--- config.mk ---
export PLATFORM = sky130hd
export DESIGN_NAME = can_pose_frame_reassembler_flat
export DESIGN_NICKNAME = d
export VERILOG_FILES = /design/src/rtl/cpfr_pkg.sv /design/src/rtl/cpfr_stream_if.sv /design/src/rtl/cpfr_lane.sv /design/src/rtl/cpfr_assembler.sv /design/src/rtl/cpfr_out_buf.sv /design/src/rtl/can_pose_frame_reassembler.sv /design/src/flat_wrapper.sv
export SDC_FILE = /design/constraint.sdc
export NUM_CORES = 1
export LEC_CHECK = 0
export BUFFER_PORTS_ARGS = -buffer_cell sky130_fd_sc_hd__buf_4
export CAP_MARGIN = 20
export CORE_UTILIZATION = 55
export CTS_CLUSTER_SIZE = 28
export DETAILED_ROUTE_END_ITERATION = 8
export PLACE_DENSITY_LB_ADDON = 0.3
export SLEW_MARGIN = 20
export SYNTH_ARGS = -nofsm -noshare
export SYNTH_HDL_FRONTEND = slang
export SYNTH_HIERARCHICAL = 1
export SYNTH_SLANG_ARGS = --single-unit
--- constraint.sdc ---
create_clock -name clk -period 16.56 [get_ports clk]
set_clock_uncertainty 0.2 [all_clocks]
set_input_delay 3.312 -clock clk [delete_from_list [all_inputs] [get_ports clk]]
set_output_delay 3.312 -clock clk [all_outputs]
set_load 0.1 [all_outputs]
--- src/rtl/cpfr_pkg.sv ---
package cpfr_pkg;

  // Frame geometry and lane count
  localparam int CPFR_FRAME_BYTES = 50;
  localparam int CPFR_LANES       = 8;

  // Marker bytes and flag positions
  localparam logic [7:0] CPFR_START_MARK = 8'h5A;
  localparam logic [7:0] CPFR_END_MARK   = 8'hAA;
  localparam int         CPFR_FIX_BIT    = 0;   // mask 0x01
  localparam int         CPFR_RUN_BIT    = 1;   // mask 0x02
  localparam logic [3:0] CPFR_MAX_LEN    = 4'd8;

  // One CAN packet
  typedef struct packed {
    logic [63:0] packet_bytes;
    logic [3:0]  packet_length;
  } cpfr_pkt_t;

  // One reassembled pose
  typedef struct packed {
    logic [63:0] latitude_bits;
    logic [63:0] longitude_bits;
    logic [63:0] altitude_bits;
    logic [31:0] roll_bits;
    logic [31:0] pitch_bits;
    logic [31:0] yaw_bits;
    logic [31:0] vel_x_bits;
    logic [31:0] vel_y_bits;
    logic [31:0] vel_z_bits;
    logic        gps_fix;
    logic        running_flag;
  } cpfr_pose_t;

  // Per-packet control shared by all lanes
  typedef struct packed {
    logic       skip;   // byte 0 is the start marker and is dropped
    logic [3:0] len;    // clamped packet length
  } cpfr_lane_ctl_t;

endpackage

--- src/rtl/cpfr_stream_if.sv ---
interface cpfr_stream_if #(
  parameter type payload_t = logic
);
  logic     valid;
  logic     ready;
  payload_t payload;

  modport source (output valid, output payload, input ready);
  modport sink   (input valid, input payload, output ready);
endinterface

--- src/rtl/cpfr_lane.sv ---
module cpfr_lane import cpfr_pkg::*; #(
  parameter int FRAME_BYTES = CPFR_FRAME_BYTES,
  parameter int LANE        = 0,
  localparam int CW         = $clog2(FRAME_BYTES + CPFR_LANES)
) (
  input  logic [CW-1:0]  count,
  input  cpfr_lane_ctl_t ctl,
  input  logic [7:0]     byte_in,
  output logic           we,
  output logic [CW-1:0]  pos,
  output logic [7:0]     data
);

  localparam logic [3:0] IDX = 4'(LANE);

  logic active;

  // Byte is live if inside the packet and not the dropped marker
  assign active = (IDX < ctl.len) && (IDX >= {3'b000, ctl.skip});

  // Buffer slot for this byte; overflow bytes are counted but not stored
  assign pos  = count + CW'(LANE) - CW'(ctl.skip);
  assign we   = active && (pos < CW'(FRAME_BYTES));
  assign data = byte_in;

endmodule

--- src/rtl/cpfr_assembler.sv ---
module cpfr_assembler import cpfr_pkg::*; #(
  parameter int FRAME_BYTES = CPFR_FRAME_BYTES,
  localparam int CW         = $clog2(FRAME_BYTES + CPFR_LANES)
) (
  input  logic                           clk,
  input  logic                           rst,
  input  logic                           fire,
  input  cpfr_pkt_t                      pkt,
  output logic [CW-1:0]                  count,
  output cpfr_lane_ctl_t                 ctl,
  input  logic [CPFR_LANES-1:0]          lane_we,
  input  logic [CPFR_LANES-1:0][CW-1:0]  lane_pos,
  input  logic [CPFR_LANES-1:0][7:0]     lane_data,
  output logic                           res_valid,
  output cpfr_pose_t                     res
);

  logic [7:0]    msg_buf  [FRAME_BYTES];
  logic [7:0]    msg_next [FRAME_BYTES];
  logic          in_message;
  logic [3:0]    len_eff;
  logic          start;
  logic          go;
  logic [CW-1:0] cnt_sum;
  logic          done;

  // Packet decode: clamp length, spot a start marker while idle
  always_comb begin
    len_eff = (pkt.packet_length > CPFR_MAX_LEN) ? CPFR_MAX_LEN : pkt.packet_length;
    start   = !in_message && (len_eff != 4'd0) &&
              (pkt.packet_bytes[7:0] == CPFR_START_MARK);
    go      = fire && (in_message || start);
    ctl.skip = start;
    ctl.len  = len_eff;
    cnt_sum = count + CW'(len_eff) - CW'(start);
    done    = go && (cnt_sum >= CW'(FRAME_BYTES));
  end

  // Merge lane writes into the buffer image
  always_comb begin
    for (int j = 0; j < FRAME_BYTES; j++) begin
      msg_next[j] = msg_buf[j];
      for (int k = 0; k < CPFR_LANES; k++) begin
        if (go && lane_we[k] && (lane_pos[k] == CW'(j))) begin
          msg_next[j] = lane_data[k];
        end
      end
    end
  end

  // Pose fields straight from the updated image
  always_comb begin
    for (int b = 0; b < 8; b++) begin
      res.latitude_bits[8*b +: 8]  = msg_next[b];
      res.longitude_bits[8*b +: 8] = msg_next[8 + b];
      res.altitude_bits[8*b +: 8]  = msg_next[16 + b];
    end
    for (int b = 0; b < 4; b++) begin
      res.roll_bits[8*b +: 8]  = msg_next[24 + b];
      res.pitch_bits[8*b +: 8] = msg_next[28 + b];
      res.yaw_bits[8*b +: 8]   = msg_next[32 + b];
      res.vel_x_bits[8*b +: 8] = msg_next[36 + b];
      res.vel_y_bits[8*b +: 8] = msg_next[40 + b];
      res.vel_z_bits[8*b +: 8] = msg_next[44 + b];
    end
    res.gps_fix      = msg_next[FRAME_BYTES-2][CPFR_FIX_BIT];
    res.running_flag = msg_next[FRAME_BYTES-2][CPFR_RUN_BIT];
    res_valid        = done && (msg_next[FRAME_BYTES-1] == CPFR_END_MARK);
  end

  // Message control
  always_ff @(posedge clk) begin
    if (rst) begin
      count      <= '0;
      in_message <= 1'b0;
    end else if (go) begin
      if (done) begin
        count      <= '0;
        in_message <= 1'b0;
      end else begin
        count      <= cnt_sum;
        in_message <= 1'b1;
      end
    end
  end

  // Buffer storage, no reset
  always_ff @(posedge clk) begin
    if (go) begin
      for (int j = 0; j < FRAME_BYTES; j++) begin
        msg_buf[j] <= msg_next[j];
      end
    end
  end

  // Checks
  a_count_range: assert property (@(posedge clk) disable iff (rst)
    count < CW'(FRAME_BYTES))
    else $error("byte count reached frame size between packets");

  a_idle_zero: assert property (@(posedge clk) disable iff (rst)
    !in_message |-> (count == '0))
    else $error("idle with non-zero byte count");

  a_result_idle: assert property (@(posedge clk) disable iff (rst)
    res_valid |=> !in_message && (count == '0))
    else $error("still in a message after emitting a pose");

endmodule

--- src/rtl/cpfr_out_buf.sv ---
module cpfr_out_buf import cpfr_pkg::*; (
  input  logic        clk,
  input  logic        rst,
  input  logic        push,
  input  cpfr_pose_t  push_data,
  output logic        full,
  cpfr_stream_if.source pose
);

  logic       out_valid;
  logic       skid_valid;
  cpfr_pose_t out_data;
  cpfr_pose_t skid_data;
  logic       pop;

  assign pop          = out_valid && pose.ready;
  assign pose.valid   = out_valid;
  assign pose.payload = out_data;
  assign full         = skid_valid;

  // Output and skid occupancy
  always_ff @(posedge clk) begin
    if (rst) begin
      out_valid  <= 1'b0;
      skid_valid <= 1'b0;
    end else if (skid_valid) begin
      if (pop) begin
        skid_valid <= 1'b0;
      end
    end else if (push) begin
      if (out_valid && !pop) begin
        skid_valid <= 1'b1;
      end else begin
        out_valid <= 1'b1;
      end
    end else if (pop) begin
      out_valid <= 1'b0;
    end
  end

  // Word storage
  always_ff @(posedge clk) begin
    if (skid_valid) begin
      if (pop) begin
        out_data <= skid_data;
      end
    end else if (push) begin
      if (out_valid && !pop) begin
        skid_data <= push_data;
      end else begin
        out_data <= push_data;
      end
    end
  end

  // Checks
  a_skid_behind_out: assert property (@(posedge clk) disable iff (rst)
    skid_valid |-> out_valid)
    else $error("skid word held with empty output register");

  a_no_overrun: assert property (@(posedge clk) disable iff (rst)
    push |-> !skid_valid)
    else $error("pose pushed while both stages are full");

endmodule

--- src/rtl/can_pose_frame_reassembler.sv ---
// A pose completed by a packet is registered into the output stage, or into the skid stage while the output is held.
// One packet per cycle while the skid stage is empty; the eight byte lanes store a whole packet at once.
// A stalled output holds one pose plus one in the skid stage; the input stalls only
// when both are full.
// Reset (rst, synchronous): idle, byte count zero, output empty; buffer not cleared.
module can_pose_frame_reassembler import cpfr_pkg::*; #(
  parameter int FRAME_BYTES = CPFR_FRAME_BYTES
) (
  input  logic          clk,
  input  logic          rst,
  cpfr_stream_if.sink   pkt,
  cpfr_stream_if.source pose
);

  localparam int CW = $clog2(FRAME_BYTES + CPFR_LANES);

  logic                          fire;
  logic                          full;
  logic [CW-1:0]                 count;
  cpfr_lane_ctl_t                ctl;
  logic [CPFR_LANES-1:0]         lane_we;
  logic [CPFR_LANES-1:0][CW-1:0] lane_pos;
  logic [CPFR_LANES-1:0][7:0]    lane_data;
  logic                          res_valid;
  cpfr_pose_t                    res;
  cpfr_pkt_t                     pkt_word;

  assign pkt_word  = pkt.payload;
  assign pkt.ready = !full;
  assign fire      = pkt.valid && pkt.ready;

  // One lane per payload byte
  for (genvar g = 0; g < CPFR_LANES; g++) begin : g_lane
    cpfr_lane #(
      .FRAME_BYTES (FRAME_BYTES),
      .LANE        (g)
    ) u_lane (
      .count   (count),
      .ctl     (ctl),
      .byte_in (pkt_word.packet_bytes[8*g +: 8]),
      .we      (lane_we[g]),
      .pos     (lane_pos[g]),
      .data    (lane_data[g])
    );
  end

  // Buffer, count and completion
  cpfr_assembler #(
    .FRAME_BYTES (FRAME_BYTES)
  ) u_assembler (
    .clk       (clk),
    .rst       (rst),
    .fire      (fire),
    .pkt       (pkt_word),
    .count     (count),
    .ctl       (ctl),
    .lane_we   (lane_we),
    .lane_pos  (lane_pos),
    .lane_data (lane_data),
    .res_valid (res_valid),
    .res       (res)
  );

  // Output register with skid
  cpfr_out_buf u_out_buf (
    .clk       (clk),
    .rst       (rst),
    .push      (res_valid),
    .push_data (res),
    .full      (full),
    .pose      (pose)
  );

endmodule
--- src/flat_wrapper.sv ---
// flat-port wrapper written by rule: the top's interface ports become plain ports
module can_pose_frame_reassembler_flat import cpfr_pkg::*;
#(
  parameter int FRAME_BYTES = CPFR_FRAME_BYTES
)
  (clk, rst, pkt_valid, pkt_payload, pkt_ready, pose_valid, pose_payload, pose_ready);
  cpfr_stream_if pkt_i ();
  cpfr_stream_if pose_i ();
  input  logic clk;
  input  logic rst;
  input wire logic [$bits(pkt_i.valid)-1:0] pkt_valid;
  input wire logic [$bits(pkt_i.payload)-1:0] pkt_payload;
  output wire logic [$bits(pkt_i.ready)-1:0] pkt_ready;
  output wire logic [$bits(pose_i.valid)-1:0] pose_valid;
  output wire logic [$bits(pose_i.payload)-1:0] pose_payload;
  input wire logic [$bits(pose_i.ready)-1:0] pose_ready;
  assign pkt_i.valid = pkt_valid;
  assign pkt_i.payload = pkt_payload;
  assign pkt_ready = pkt_i.ready;
  assign pose_valid = pose_i.valid;
  assign pose_payload = pose_i.payload;
  assign pose_i.ready = pose_ready;
  can_pose_frame_reassembler #(.FRAME_BYTES(FRAME_BYTES)) u_core (.clk(clk), .rst(rst), .pkt(pkt_i), .pose(pose_i));
endmodule
==> flow_metrics.env <==
export IMPL_numCtsBuffers=3
export IMPL_holdWs_ns=0.3118
export IMPL_nFillCells=905
export IMPL_dieArea_um2=9794
export IMPL_rows=35
export IMPL_place_congestion=0.9688
export IMPL_power_frac_seq_pct=44.9
export IMPL_die_y_um=98.97
export IMPL_crit_path_end_kind="flop"
export IMPL_synth_warnings=6
export IMPL_status="complete, but fails checks"
export IMPL_leakage_uw=0.001906
export IMPL_cts_root_buf="clkbuf_8"
export IMPL_track_usage_pct=23.52
export IMPL_final_layout_size_suffix_gt1_share_pct=7.792
export IMPL_fmax_mhz=147.3
export IMPL_drt_vias_per_instance=5.613
export IMPL_pin_count=8
export IMPL_cts_resized=0
export IMPL_power_share_combinational_pct=18.5
export IMPL_avgSynthCellArea_um2=7.273
export IMPL_areaGrowthSynthToFinish_pct=-9.436
export IMPL_tns_ns=0
export IMPL_min_period_ns=6.790
export IMPL_n_antenna_cell=0
export IMPL_wl_per_cell_um=15.21
export IMPL_crit_type="input pin to flop"
export IMPL_cap_violations=0
export IMPL_num_vias=4081
export IMPL_setup_viol=0
export IMPL_switching_share_pct=26.15
export IMPL_finalWorstSetupSlack_ns=9.770
export IMPL_worst_r2r_cell_count=15
export IMPL_grt_max_degree=31
export IMPL_antenna_found_initial=0
export IMPL_drv_slew=11
export IMPL_h_tree_depth=1
export IMPL_core_um2=9153
export IMPL_clockPowerShare_pct=36.6
export IMPL_worstPathArrival_ns=6.55
export IMPL_overflow=0
export IMPL_worstSetupStartpointType="input pin"
export IMPL_numPortBuffers=7
export IMPL_hp_class="flop to flop"
export IMPL_first_iter_violations=177
export IMPL_worstMarginPinSlew_ns=1.637
export IMPL_hold_viol_final=0
export IMPL_critPathMaxFanout=8
export IMPL_initial_core_util_pct=56.50
export IMPL_layout_nets=679
export IMPL_grt_pass1_wl_mm=18.53
export IMPL_worstPathRequired_ns=16.32
export IMPL_drtPass1Iterations=5
export IMPL_rsz0062_at_grt="no"
export IMPL_grt_pass1_vias=3938
export IMPL_hpwl_mm=8.523
export IMPL_peakVddDrop_mv=0.04474
export IMPL_min_path_cells=2
export IMPL_cts_setup_buffers=0
export IMPL_dp_worst_setup_slack_ns=9.510
export IMPL_power_net_switching_uw=30.28
export IMPL_drcViolationCount=0
export IMPL_slew_headroom_pct=-9.956
export IMPL_clk_latency_ns=0.26
export IMPL_p_int_uw=85.53
export IMPL_ant_nets=0
export IMPL_synth_cells=711
export IMPL_drt_wl_total_mm=11.06
export IMPL_synthesis_area_um2=5171
export IMPL_die_x_um=98.97
export IMPL_violations="max-slew violations"
export IMPL_p_per_area_nw_per_um2=24.73
export IMPL_cts_tree="built"
export IMPL_clkSlewWorstSetupHoldPaths_ns=0.08
export IMPL_cts_buffer_depth=2
export IMPL_min_period_over_period_pct=41.00
export IMPL_postCtsHoldBufs=0
export IMPL_clkSinkCount=20
==> final timing paths <==
kind	start	end	slack [ns]
worst min register to register	u_core/u_assembler/in_message$_SDFFE_PP0N_	u_core/u_assembler/in_message$_SDFFE_PP0N_	0.31
worst max-delay path	pkt_payload	u_core/u_out_buf/pose.payload$_DFFE_PP_	9.77
worst min-delay path	u_core/u_assembler/in_message$_SDFFE_PP0N_	u_core/u_assembler/in_message$_SDFFE_PP0N_	0.31
worst max register to register	u_core/u_assembler/count[1]$_SDFFE_PP0N_	u_core/u_out_buf/pose.payload$_DFFE_PP_	12.37
==> stage by stage <==
| stage | instance area (um2) | util, % | total power (uW) | cells |
|---|---|---|---|---|
| after global routing | 4683 | 51.17 | 122.1 | 727 |
| after global placement | 4604 | 50.31 | 71.61 | 723 |
| after detailed placement | 4604 | 50.31 | 71.97 | 723 |
| final | 4683 | 51.17 | 115.8 | 727 |
| after floorplan | 5479 | - | 84.33 | 793 |
| after CTS | 4671 | 51.03 | 114.3 | 727 |
==> worst max-delay path: stages <==
cell and delay, ns:
buf_4 0.12, nor2b_1 0.18, inv_1 0.07, ha_1 0.11, inv_1 0.03, ha_1 0.21
fa_1 0.46, a21o_1 0.18, a21oi_1 0.17, xnor2_1 0.16, nand4_1 0.31, or3b_1 0.45
nor4b_1 0.47, mux2i_1 0.14, a21oi_1 0.17
==> power by group through the flow <==
stage	clock [uW]	sequential [uW]	combinational, uW
2_1_floorplan	0	53.2	31.1
3_3_place_gp	0	53.1	18.5
3_5_place_dp	0	53.1	18.9
4_1_cts	43.4	52.0	18.9
5_1_grt	45.6	52.0	24.6
6_report	42.4	52.0	21.5
==> placed cells by master, fill, tap and decap left out, drive strengths merged, types with 5 or more instances in the layout <==
cell,count
conb,83
nand2,34
a31oi,11
nor4,5
nand4bb,7
nand3,23
nor3,23
a21oi,18
o2111ai,5
and2,7
a21o,6
or3,12
and3b,7
buf,13
inv,88
nor3b,8
nor2,22
edfxtp,11
xor2,11
a41oi,5
xnor2,21
dfxtp,9
nor4bb,7
o21ai,14
a211oi,15
nand3b,7
o31ai,7
a32oi,6
nor2b,7
ha,53
==> routing by layer <==
metal / global-route usage (%) / wire length, um / vias up
met1: 30.01 / 4989 / 1910
li1: - / - / 2045
met2: 41.20 / 5308 / 102
met3: 2.908 / 457 / 24
met5: 0 / 0 / -
met4: 7.233 / 300 / 0
==> final cells by class <==
type	count	area (um2)	area share, %
clock buffer	4	66.31	1.416
sequential	20	510.5	10.90
timing repair buffer	13	97.59	2.084
tap	111	138.9	2.966
multi-input combinational	490	3533	75.45
inverter	89	336.6	7.187
==> registers in the layout (all words and copies together) (netlist names) <==
register,count
u_core/u_assembler/count,6
u_core/u_out_buf/skid_data,1
u_core/u_out_buf/pose.valid,1
u_core/u_out_buf/full,1
u_core/u_assembler/msg_buf,9
u_core/u_assembler/in_message,1
u_core/u_out_buf/pose.payload,1
(Power assumes the default switching activity.)
